## config.mk

```make
export PLATFORM = sky130hd
export DESIGN_NAME = i2c_three_byte_write_master
export DESIGN_NICKNAME = d
export VERILOG_FILES = /design/src/i2cw_pkg.sv /design/src/i2cw_seq.sv /design/src/i2c_three_byte_write_master.sv
export SDC_FILE = /design/constraint.sdc
export NUM_CORES = 1
export LEC_CHECK = 0
export ABC_AREA = 1
export BUFFER_PORTS_ARGS = -buffer_cell sky130_fd_sc_hd__buf_4
export CORE_MARGIN = 10
export CORE_UTILIZATION = 58
export CTS_CLUSTER_SIZE = 14
export DETAILED_ROUTE_END_ITERATION = 12
export GPL_TIMING_DRIVEN = 1
export PLACE_DENSITY = 0.77
export SYNTH_ARGS = -nofsm -noshare
export SYNTH_HDL_FRONTEND = slang
export SYNTH_SLANG_ARGS = --single-unit
```

## constraint.sdc

```tcl
create_clock -name clk_i -period 6.75 [get_ports clk_i]
set_input_delay 2.025 -clock clk_i [delete_from_list [all_inputs] [get_ports clk_i]]
set_output_delay 2.025 -clock clk_i [all_outputs]
set_load 0.03 [all_outputs]
```

## src/i2cw_pkg.sv

```systemverilog
package i2cw_pkg;

  localparam int unsigned DelayWidthDefault = 16;

  localparam int unsigned AddrW    = 8;
  localparam int unsigned HalfW    = 16;
  localparam int unsigned AckToW   = 8;
  localparam int unsigned CfgDataW = 16;
  localparam int unsigned CfgIdxW  = 2;

  localparam logic [AddrW-1:0]  DevAddrReset  = 8'd120;
  localparam logic [HalfW-1:0]  HalfReset     = 16'd100;
  localparam logic [AckToW-1:0] AckToReset    = 8'd250;

  localparam logic [CfgIdxW-1:0] CfgDevAddr = 2'd0;
  localparam logic [CfgIdxW-1:0] CfgHalf    = 2'd1;
  localparam logic [CfgIdxW-1:0] CfgAckTo   = 2'd2;

  localparam logic ReqStart = 1'b0;
  localparam logic ReqTick  = 1'b1;

  typedef struct packed {
    logic       req_type;
    logic [7:0] control_byte;
    logic [7:0] data_byte;
    logic       sda_in;
  } in_item_t;

  typedef struct packed {
    logic scl_level;
    logic sda_level;
    logic busy_res;
    logic done_res;
    logic ack_error;
  } out_item_t;

  typedef struct packed {
    logic [AddrW-1:0]  device_address;
    logic [HalfW-1:0]  half_period_ticks;
    logic [AckToW-1:0] ack_timeout_ticks;
  } cfg_t;

endpackage

```

## src/i2cw_seq.sv

```systemverilog
module i2cw_seq #(
  parameter int unsigned DELAY_WIDTH = i2cw_pkg::DelayWidthDefault
) (
  input  logic                clk_i,
  input  logic                rst_ni,
  input  logic                step_i,
  input  i2cw_pkg::in_item_t  item_i,
  input  i2cw_pkg::cfg_t      cfg_i,
  output i2cw_pkg::out_item_t res_o
);

  typedef enum logic [3:0] {
    PhIdle, PhStartA, PhStartB, PhBitLow, PhBitHigh, PhAckLow,
    PhAckHigh, PhAckPoll, PhStopA, PhStopB, PhStopC
  } phase_e;

  localparam int unsigned CmpW = ((DELAY_WIDTH > i2cw_pkg::HalfW) ?
                                  DELAY_WIDTH : i2cw_pkg::HalfW) + 1;

  phase_e                 phase_q, phase_d;
  logic [7:0]             shift_q, shift_d;
  logic [2:0]             bit_cnt_q, bit_cnt_d;
  logic [1:0]             byte_idx_q, byte_idx_d;
  logic [15:0]            pending_q, pending_d;
  logic [DELAY_WIDTH-1:0] delay_q, delay_d;
  logic [7:0]             ack_wait_q, ack_wait_d;
  logic                   err_q, err_d;

  logic                   hold_end;
  logic [CmpW-1:0]        hp_ext;
  logic [CmpW-1:0]        dly_inc;
  logic                   done;
  logic                   bitv;

  // hold ends when count+1 reaches the half period (zero read as one) or count saturates
  always_comb begin
    hp_ext   = CmpW'(cfg_i.half_period_ticks);
    if (cfg_i.half_period_ticks == '0) hp_ext = CmpW'(1);
    dly_inc  = CmpW'(delay_q) + CmpW'(1);
    hold_end = (dly_inc >= hp_ext) || (delay_q == {DELAY_WIDTH{1'b1}});
  end

  always_comb begin
    phase_d    = phase_q;
    shift_d    = shift_q;
    bit_cnt_d  = bit_cnt_q;
    byte_idx_d = byte_idx_q;
    pending_d  = pending_q;
    delay_d    = delay_q;
    ack_wait_d = ack_wait_q;
    err_d      = err_q;
    done       = 1'b0;

    if (item_i.req_type == i2cw_pkg::ReqStart) begin
      if (phase_q == PhIdle) begin
        pending_d  = {item_i.control_byte, item_i.data_byte};
        shift_d    = cfg_i.device_address;
        bit_cnt_d  = '0;
        byte_idx_d = '0;
        ack_wait_d = '0;
        err_d      = 1'b0;
        phase_d    = PhStartA;
        delay_d    = '0;
      end
    end else if (phase_q != PhIdle) begin
      // timed phases: count or move on
      if (phase_q != PhAckPoll) begin
        if (hold_end) delay_d = '0;
        else          delay_d = delay_q + DELAY_WIDTH'(1);
      end
      case (phase_q)
        PhStartA:  if (hold_end) phase_d = PhStartB;
        PhStartB:  if (hold_end) phase_d = PhBitLow;
        PhBitLow:  if (hold_end) phase_d = PhBitHigh;
        PhBitHigh: begin
          if (hold_end) begin
            shift_d = {shift_q[6:0], 1'b0};
            if (bit_cnt_q == 3'd7) begin
              bit_cnt_d = '0;
              phase_d   = PhAckLow;
            end else begin
              bit_cnt_d = bit_cnt_q + 3'd1;
              phase_d   = PhBitLow;
            end
          end
        end
        PhAckLow:  if (hold_end) phase_d = PhAckHigh;
        PhAckHigh: begin
          if (hold_end) begin
            ack_wait_d = '0;
            phase_d    = PhAckPoll;
          end
        end
        PhAckPoll: begin
          if (!item_i.sda_in) begin
            delay_d = '0;
            if (byte_idx_q == 2'd0) begin
              byte_idx_d = 2'd1;
              shift_d    = pending_q[15:8];
              phase_d    = PhBitLow;
            end else if (byte_idx_q == 2'd1) begin
              byte_idx_d = 2'd2;
              shift_d    = pending_q[7:0];
              phase_d    = PhBitLow;
            end else begin
              phase_d = PhStopA;
            end
          end else if (ack_wait_q >= cfg_i.ack_timeout_ticks) begin
            err_d   = 1'b1;
            delay_d = '0;
            phase_d = PhStopA;
          end else begin
            ack_wait_d = ack_wait_q + 8'd1;
          end
        end
        PhStopA:   if (hold_end) phase_d = PhStopB;
        PhStopB:   if (hold_end) phase_d = PhStopC;
        PhStopC: begin
          if (hold_end) begin
            phase_d = PhIdle;
            done    = 1'b1;
          end
        end
        default: begin
          phase_d = PhIdle;
          delay_d = '0;
        end
      endcase
    end
  end

  // line levels follow the new phase
  always_comb begin
    bitv            = shift_d[7];
    res_o.scl_level = 1'b1;
    res_o.sda_level = 1'b1;
    case (phase_d)
      PhStartB:  begin res_o.scl_level = 1'b1; res_o.sda_level = 1'b0; end
      PhBitLow:  begin res_o.scl_level = 1'b0; res_o.sda_level = bitv; end
      PhBitHigh: begin res_o.scl_level = 1'b1; res_o.sda_level = bitv; end
      PhAckLow:  begin res_o.scl_level = 1'b0; res_o.sda_level = 1'b1; end
      PhStopA:   begin res_o.scl_level = 1'b0; res_o.sda_level = 1'b0; end
      PhStopB:   begin res_o.scl_level = 1'b1; res_o.sda_level = 1'b0; end
      default:   begin res_o.scl_level = 1'b1; res_o.sda_level = 1'b1; end
    endcase
    res_o.busy_res  = (phase_d != PhIdle);
    res_o.done_res  = done;
    res_o.ack_error = err_d;
  end

  always_ff @(posedge clk_i or negedge rst_ni) begin
    if (!rst_ni) begin
      phase_q    <= PhIdle;
      shift_q    <= '0;
      bit_cnt_q  <= '0;
      byte_idx_q <= '0;
      pending_q  <= '0;
      delay_q    <= '0;
      ack_wait_q <= '0;
      err_q      <= 1'b0;
    end else if (step_i) begin
      phase_q    <= phase_d;
      shift_q    <= shift_d;
      bit_cnt_q  <= bit_cnt_d;
      byte_idx_q <= byte_idx_d;
      pending_q  <= pending_d;
      delay_q    <= delay_d;
      ack_wait_q <= ack_wait_d;
      err_q      <= err_d;
    end
  end

endmodule

```

## src/i2c_three_byte_write_master.sv

```systemverilog
// Channel   Direction  Handshake               Payload
// in        input      in_valid_i / in_stall_o   i2cw_pkg::in_item_t (start request or tick)
// out       output     out_valid_o / out_stall_i i2cw_pkg::out_item_t (line levels, status)
// cfg       input      cfg_we_i, cfg_idx_i       cfg_data_i (address, half period, ack timeout)
//
// One item per cycle unless stalled: each accepted item yields one result the next cycle.
// The sequencer state and the result register are the only stages; the
// result register is the sole buffer between the two sides.
// Reset (rst_ni low, asynchronous) returns the bus to idle with config registers at defaults.
// A stalled result holds; the input is stalled only while a result waits.
module i2c_three_byte_write_master #(
  parameter int unsigned DELAY_WIDTH = i2cw_pkg::DelayWidthDefault
) (
  input  logic                            clk_i,
  input  logic                            rst_ni,
  input  logic                            in_valid_i,
  output logic                            in_stall_o,
  input  i2cw_pkg::in_item_t              in_data_i,
  output logic                            out_valid_o,
  input  logic                            out_stall_i,
  output i2cw_pkg::out_item_t             out_data_o,
  input  logic                            cfg_we_i,
  input  logic [i2cw_pkg::CfgIdxW-1:0]    cfg_idx_i,
  input  logic [i2cw_pkg::CfgDataW-1:0]   cfg_data_i
);

  i2cw_pkg::cfg_t      cfg_q;
  i2cw_pkg::out_item_t res_d;
  i2cw_pkg::out_item_t res_q;
  logic                out_valid_q;
  logic                accept;

  // a new item may come in whenever the result slot is empty or draining
  assign in_stall_o = out_valid_q && out_stall_i;
  assign accept     = in_valid_i && !in_stall_o;

  // configuration registers; out-of-range indices are dropped
  always_ff @(posedge clk_i or negedge rst_ni) begin
    if (!rst_ni) begin
      cfg_q.device_address    <= i2cw_pkg::DevAddrReset;
      cfg_q.half_period_ticks <= i2cw_pkg::HalfReset;
      cfg_q.ack_timeout_ticks <= i2cw_pkg::AckToReset;
    end else if (cfg_we_i) begin
      case (cfg_idx_i)
        i2cw_pkg::CfgDevAddr: cfg_q.device_address    <= cfg_data_i[i2cw_pkg::AddrW-1:0];
        i2cw_pkg::CfgHalf:    cfg_q.half_period_ticks <= cfg_data_i[i2cw_pkg::HalfW-1:0];
        i2cw_pkg::CfgAckTo:   cfg_q.ack_timeout_ticks <= cfg_data_i[i2cw_pkg::AckToW-1:0];
        default: ;
      endcase
    end
  end

  // bus sequencer: one time step per accepted item
  i2cw_seq #(
    .DELAY_WIDTH(DELAY_WIDTH)
  ) u_seq (
    .clk_i  (clk_i),
    .rst_ni (rst_ni),
    .step_i (accept),
    .item_i (in_data_i),
    .cfg_i  (cfg_q),
    .res_o  (res_d)
  );

  // result register
  always_ff @(posedge clk_i or negedge rst_ni) begin
    if (!rst_ni) begin
      out_valid_q <= 1'b0;
    end else if (accept) begin
      out_valid_q <= 1'b1;
    end else if (!out_stall_i) begin
      out_valid_q <= 1'b0;
    end
  end

  always_ff @(posedge clk_i) begin
    if (accept) begin
      res_q <= res_d;
    end
  end

  assign out_valid_o = out_valid_q;
  assign out_data_o  = res_q;

endmodule
```

# == After elaboration in Yosys (flattened, before gate mapping) ==
# Cells that the tools add are included.
# totals
reg_bits,96
in_bits,41
output_inout_bits,7
elab_cells,150
# op_classes
add_sub_neg,4
magnitude_cmp,2
eq_ne,37
muxes,65
bitwise,1
reduce_logical,23
# ops
op,n
16-bit two-way mux,8
8-bit two-way mux,13
4-bit two-way mux,16
4-bit case mux with 10 select lines,1
16-bit case mux with 2 select lines,1
8-bit case mux with 2 select lines,2
4-bit by 3-bit == test with 1-bit output (second input constant),6
3-bit two-way mux,7
4-bit == test (second input constant),5
16-bit by 1-bit adder with 17-bit output (second input constant),1
17-bit by 16-bit greater-or-equal comparator with 1-bit output,1
16-bit by 1-bit adder with 16-bit output (second input constant),1
16-bit == test (second input constant),1
4-bit by 2-bit == test with 1-bit output (second input constant),4
16-bit zero test,1
2-bit two-way mux,7
7-bit AND reduction,2
2-bit by 1-bit inequality test with 1-bit output (second input constant),5
2-bit case mux with 5 select lines,1
1-bit two-way mux,9
3-bit by 1-bit inequality test with 1-bit output (second input constant),3
3-bit inequality test (second input constant),3
3-bit AND reduction,3
9-bit OR reduction,1
other kinds (23),30

# == Logic depth before layout (Yosys ltp) ==
# logic_depth
ltp_word,11
mapped_depth,28
ltp_nobuf,28

# == By module ==
# From an unflattened synthesis, not the netlist that was laid out.
# unflattened
hier_cells,775
hier_area_um2,6010.8
# by_module_without_submodules
module,instances,cells_per_inst,area_each_um2,seq_area_each_um2
i2cw_seq,1,621,4424.2,1451.4
i2c_three_byte_write_master,1,154,1586.5,992.2

# == Worst setup path before layout ==
# Ideal clock, no wire load.
# synth_timing
kind,input port to output port
start,input port out_stall_i
end,output port in_stall_o
t_arrival_ns,2.303
required_time_ns,4.725
slack_ns,2.422
stages,2
path_buffers,0
cell_sequence,nand2_1 inv_1
# synth_via
elab_chain_len,1
# synth_lines
element,line_no,text
from (decl),i2c_three_byte_write_master.sv:20,"input logic out_stall_i,"
1-bit logical AND,i2c_three_byte_write_master.sv:34,assign in_stall_o = out_valid_q && out_stall_i;
to (decl),i2c_three_byte_write_master.sv:17,"output logic in_stall_o,"
# Every way passes these cells.

# == Final worst setup path ==
# Ends and elaborated chain as after synthesis.

==> impl_summary.txt <==
----------------------------------------------------
[Floorplanning]
  Die Footprint ... 14,300 µm²
  Die outline width ... between 100 and 150 µm
  Number of top-level pins ... 48
  Starting utilization of the core area ... 59.1%
  Vertical extent of the die ... between 100 and 150 µm
  Standard cell core area ... roughly 10000 µm²
  Placement Rows ... 36

[Place]
  IO Port Bufs ... 47
  Gp weighted congestion ... 0.915
  Half-perimeter wire length after detailed placement ... 10,400 µm

[Global routing]
  Via count of the first global-routing pass ... 5,012
  Total GRT Usage ... 19.3%
  Maximum number of pins on one net before global-route repair ... 69
  Grt ovf ... 0
  Global-route wire length before repair ... about 23,000 µm
  Number of antenna violations at the first check in global routing ... 0

[Yosys]
  Gate count after technology mapping ... 729
  Number of enable flip-flop cells after synthesis ... 5
  Number of nets produced by synthesis ... 800
  Number of distinct standard cells referenced by the synthesized netlist ... 48
  Synthesized area per cell ... 7.89 µm²
  Ys Warns ... 0
  Primary FF master, synth ... sky130_fd_sc_hd__dfrtp_1
  Cell area after technology mapping ... 5750 µm²
  Number of storage elements in the synthesis netlist ... 96
  Share of async-settable or async-resettable flops after synthesis ... 94.8%
  Sequential-to-total area share from yosys stat ... a little over two fifths

[STA]
  Final Skew ... 0.0139 ns
  Setup total negative slack ... 0 ns
  Tmin final ... 4.44 ns
  Final setup fails ... 0
  Final hold violations ... 0
  Max-slew violation count ... 0
  Fmax achieved ... approximately 230 MHz
  Unrepaired setup endpoints after global routing ... no
  Max_slew headroom ... between 30% and 40%
  Share of the cycle needed by the critical path after routing ... 65.8%
  Least-Margin Pin Slew ... 1.04 ns

[Drt]
  Vias per cell ... 5.51
  Total number of vias ... 5,011
  Drt wl/cell ... 15.2 µm
  Drt initial violations ... around 320
  Residual DRC ... 0
  Detailed-router iteration count before antenna repair ... 5
  Final wirelength ... 13,800 µm
  Remaining number of nets flagged by the antenna check after routing ... 0

[Critical path]
  Largest incremental delay on the critical path ... approximately 0.16 ns
  Signal arrival time at the worst endpoint ... 2.41 ns
  Slowest CP cell ... sky130_fd_sc_hd__buf_4
  Start-to-end type of the worst setup path ... in2out
  Number of buffers and inverters on the critical path ... 3
  Crit path max-delay family ... buffers and inverters
  Cell type with the highest occurrence count on the critical path ... sky130_fd_sc_hd__buf_4
  Required arrival time at the worst endpoint ... roughly 4.7 ns
  Maximum fanout encountered on the critical timing path ... 2
  CP Capture Type ... primary output
  Crit path cell chain ... buf_4, nand2_1, inv_1, buf_4
  Crit path launch type ... primary input

[Job]
  MaxCap Viol Count ... 0

[Clock network]
  Number of setup buffers added after CTS ... 0
  Clock slew seen by the registers of the worst setup and hold paths ... 0.09 ns
  Cts hold-fix bufs ... 0
  Buffer type at the clock tree root ... sky130_fd_sc_hd__clkbuf_8
  Clock buffer count from CTS ... 9
  Clock tree from TritonCTS ... done
  Number of gates given a new drive strength after cts ... 0
  Buffer depth of the longest clock path ... 2
  Max H-tree Level ... 3
  Clock network latency to the later pin of the worst-skew pair ... approximately 0.37 ns
  Number of clock sinks ... 96

[Layout]
  Net total in the final layout ... ~840
  Fraction of final layout cells with drive strength greater than 1 ... 14.0%
  Area added between synthesis and finish ... 11.2%
  Number of inserted diodes ... 0
  Combined area of the multi-input logic cells ... around 2800 µm²
  Reg area ... about 2400 µm²
  Filler Cell Count ... 874

[Power and ir drop]
  Max VDD drop ... 0.180 mV
  Leakage Power ... 0.00318 µW
  Areal power density over the cells ... 298 nW/µm²
  Total Power Consumption ... 1910 µW

[Outcome]
  Run status ... completed

[Min path]
  Tightest Hold Check Type ... reg2reg

----------------------------------------------------
state kept, by name (all words and copies together) (netlist names):
name,cells
u_seq.shift_q,8
out_valid_o,1
u_seq.delay_q,16
u_seq.bit_cnt_q,3
out_data_o,5
cfg_q,32
u_seq.phase_q,4
u_seq.pending_q,16
u_seq.err_q,1
u_seq.ack_wait_q,8
u_seq.byte_idx_q,2
stage by stage:
stage                     hold slack [ns]  instance area, µm²  instances  setup slack (ns)  util, %
final                               0.498                6400        909              2.31     65.7
after global routing                0.527                6400        909              2.27     65.7
after CTS                           0.500                6400        909              2.31     65.7
after detailed placement            0.486                6200        893              2.31     63.8
after global placement              0.472                6200        893              2.31     63.8
after floorplan                     0.453                5750        729              2.42        -
logic make-up (layout without fill, tap and decap cells):
kind of cell,after synthesis,in the layout,share of synthesized area (%)
buffers and inverters,141,188,9.51
and+or+nand+nor,293,293,23.3
DFF,96,96,42.5
AOI/OAI and AO/OA,154,154,15.9
xor gates and xnor gates,15,15,2.28
adders and majority gates,30,30,6.53
cell usage in the layout, fill, tap and decap left out, types with 22 or more instances in the layout:
master | Yosys | routed
sky130_fd_sc_hd__dfrtp_1 | 78 | 78
sky130_fd_sc_hd__inv_1 | 115 | 115
sky130_fd_sc_hd__o22ai_1 | 22 | 22
sky130_fd_sc_hd__a21oi_1 | 31 | 31
sky130_fd_sc_hd__buf_4 | 2 | 50
sky130_fd_sc_hd__nand3_1 | 33 | 33
sky130_fd_sc_hd__o21ai_0 | 59 | 59
sky130_fd_sc_hd__nand2_1 | 142 | 142
sky130_fd_sc_hd__nor2_1 | 68 | 68
sky130_fd_sc_hd__ha_1 | 30 | 30
synthesized netlist by cell type, types with 3 or more instances:
master	instances	area share, %
sky130_fd_sc_hd__nand3_1	33	2.9
sky130_fd_sc_hd__a41oi_1	4	0.61
sky130_fd_sc_hd__buf_2	8	0.70
sky130_fd_sc_hd__dfrtp_1	78	34
sky130_fd_sc_hd__a31oi_1	4	0.43
sky130_fd_sc_hd__nor2_4	4	0.78
sky130_fd_sc_hd__a22oi_1	14	1.8
sky130_fd_sc_hd__xor2_1	14	2.1
sky130_fd_sc_hd__dfstp_2	13	5.9
sky130_fd_sc_hd__inv_2	6	0.39
sky130_fd_sc_hd__a21oi_1	31	2.7
sky130_fd_sc_hd__nand2_2	6	0.65
sky130_fd_sc_hd__nor2_2	5	0.54
sky130_fd_sc_hd__ha_1	30	6.5
sky130_fd_sc_hd__inv_1	115	7.5
sky130_fd_sc_hd__o21ai_1	3	0.26
sky130_fd_sc_hd__nand2_1	142	9.3
sky130_fd_sc_hd__nor2_1	68	4.4
sky130_fd_sc_hd__o21ai_0	59	5.1
sky130_fd_sc_hd__clkbuf_1	9	0.59
sky130_fd_sc_hd__nand4_1	10	1.1
sky130_fd_sc_hd__nor3_1	7	0.61
sky130_fd_sc_hd__nor4_1	7	0.76
sky130_fd_sc_hd__a21o_1	3	0.39
sky130_fd_sc_hd__edfxtp_1	5	2.6
sky130_fd_sc_hd__o22ai_1	22	2.4
cell type report:
| cell class | count | area share, % |
|---|---|---|
| multi-input cells | 492 | 43.2 |
| repair buffers | 50 | 5.87 |
| clock buffers | 13 | 2.64 |
| inverters | 122 | 7.16 |
| clock inverters | 3 | 0.352 |
| flip-flops and latches | 96 | 38.2 |
| well taps | 133 | 2.60 |
path summary, 6_finish.rpt:
path	start	endpoint	slack [ns]	depth (start not counted)
max reg2reg	u_seq.delay_q[2]$_DFFE_PN0P_	u_seq.delay_q[2]$_DFFE_PN0P_	2.70	18
max	out_stall_i	in_stall_o	2.31	4
min reg2reg	cfg_q[1]$_DFFE_PN1P_	cfg_q[1]$_DFFE_PN1P_	0.50	2
min in group asynchronous	rst_ni	u_seq.bit_cnt_q[0]$_DFFE_PN0P_	1.55	1
max in group asynchronous	rst_ni	u_seq.pending_q[0]$_DFFE_PN0P_	4.04	2
min	cfg_q[1]$_DFFE_PN1P_	cfg_q[1]$_DFFE_PN1P_	0.50	2
metal layers:
layer	global-route usage (%)	up-vias	share of wire [%]
met3	2.58	19	3.4
li1	-	2496	-
met1	23.8	2393	44
met5	0	-	0
met4	7.69	0	1.8
met2	33.4	103	50
worst min-delay path, delay by kind of cell (launching register included):
family	cells	cell delay [ns]
AOI/OAI and AO/OA	1	0.07
DFF	1	0.38
and+or+nand+nor	1	0.05
where the power goes:
| group | internal [µW] | switching, µW | total, µW |
|---|---|---|---|
| clock network | 166 | 208 | 374 |
| registers | 739 | 90.4 | 829 |
| logic | 244 | 458 | 702 |
| total | 1150 | 756 | 1910 |
Note: power is estimated with default switching activity, not from simulation.
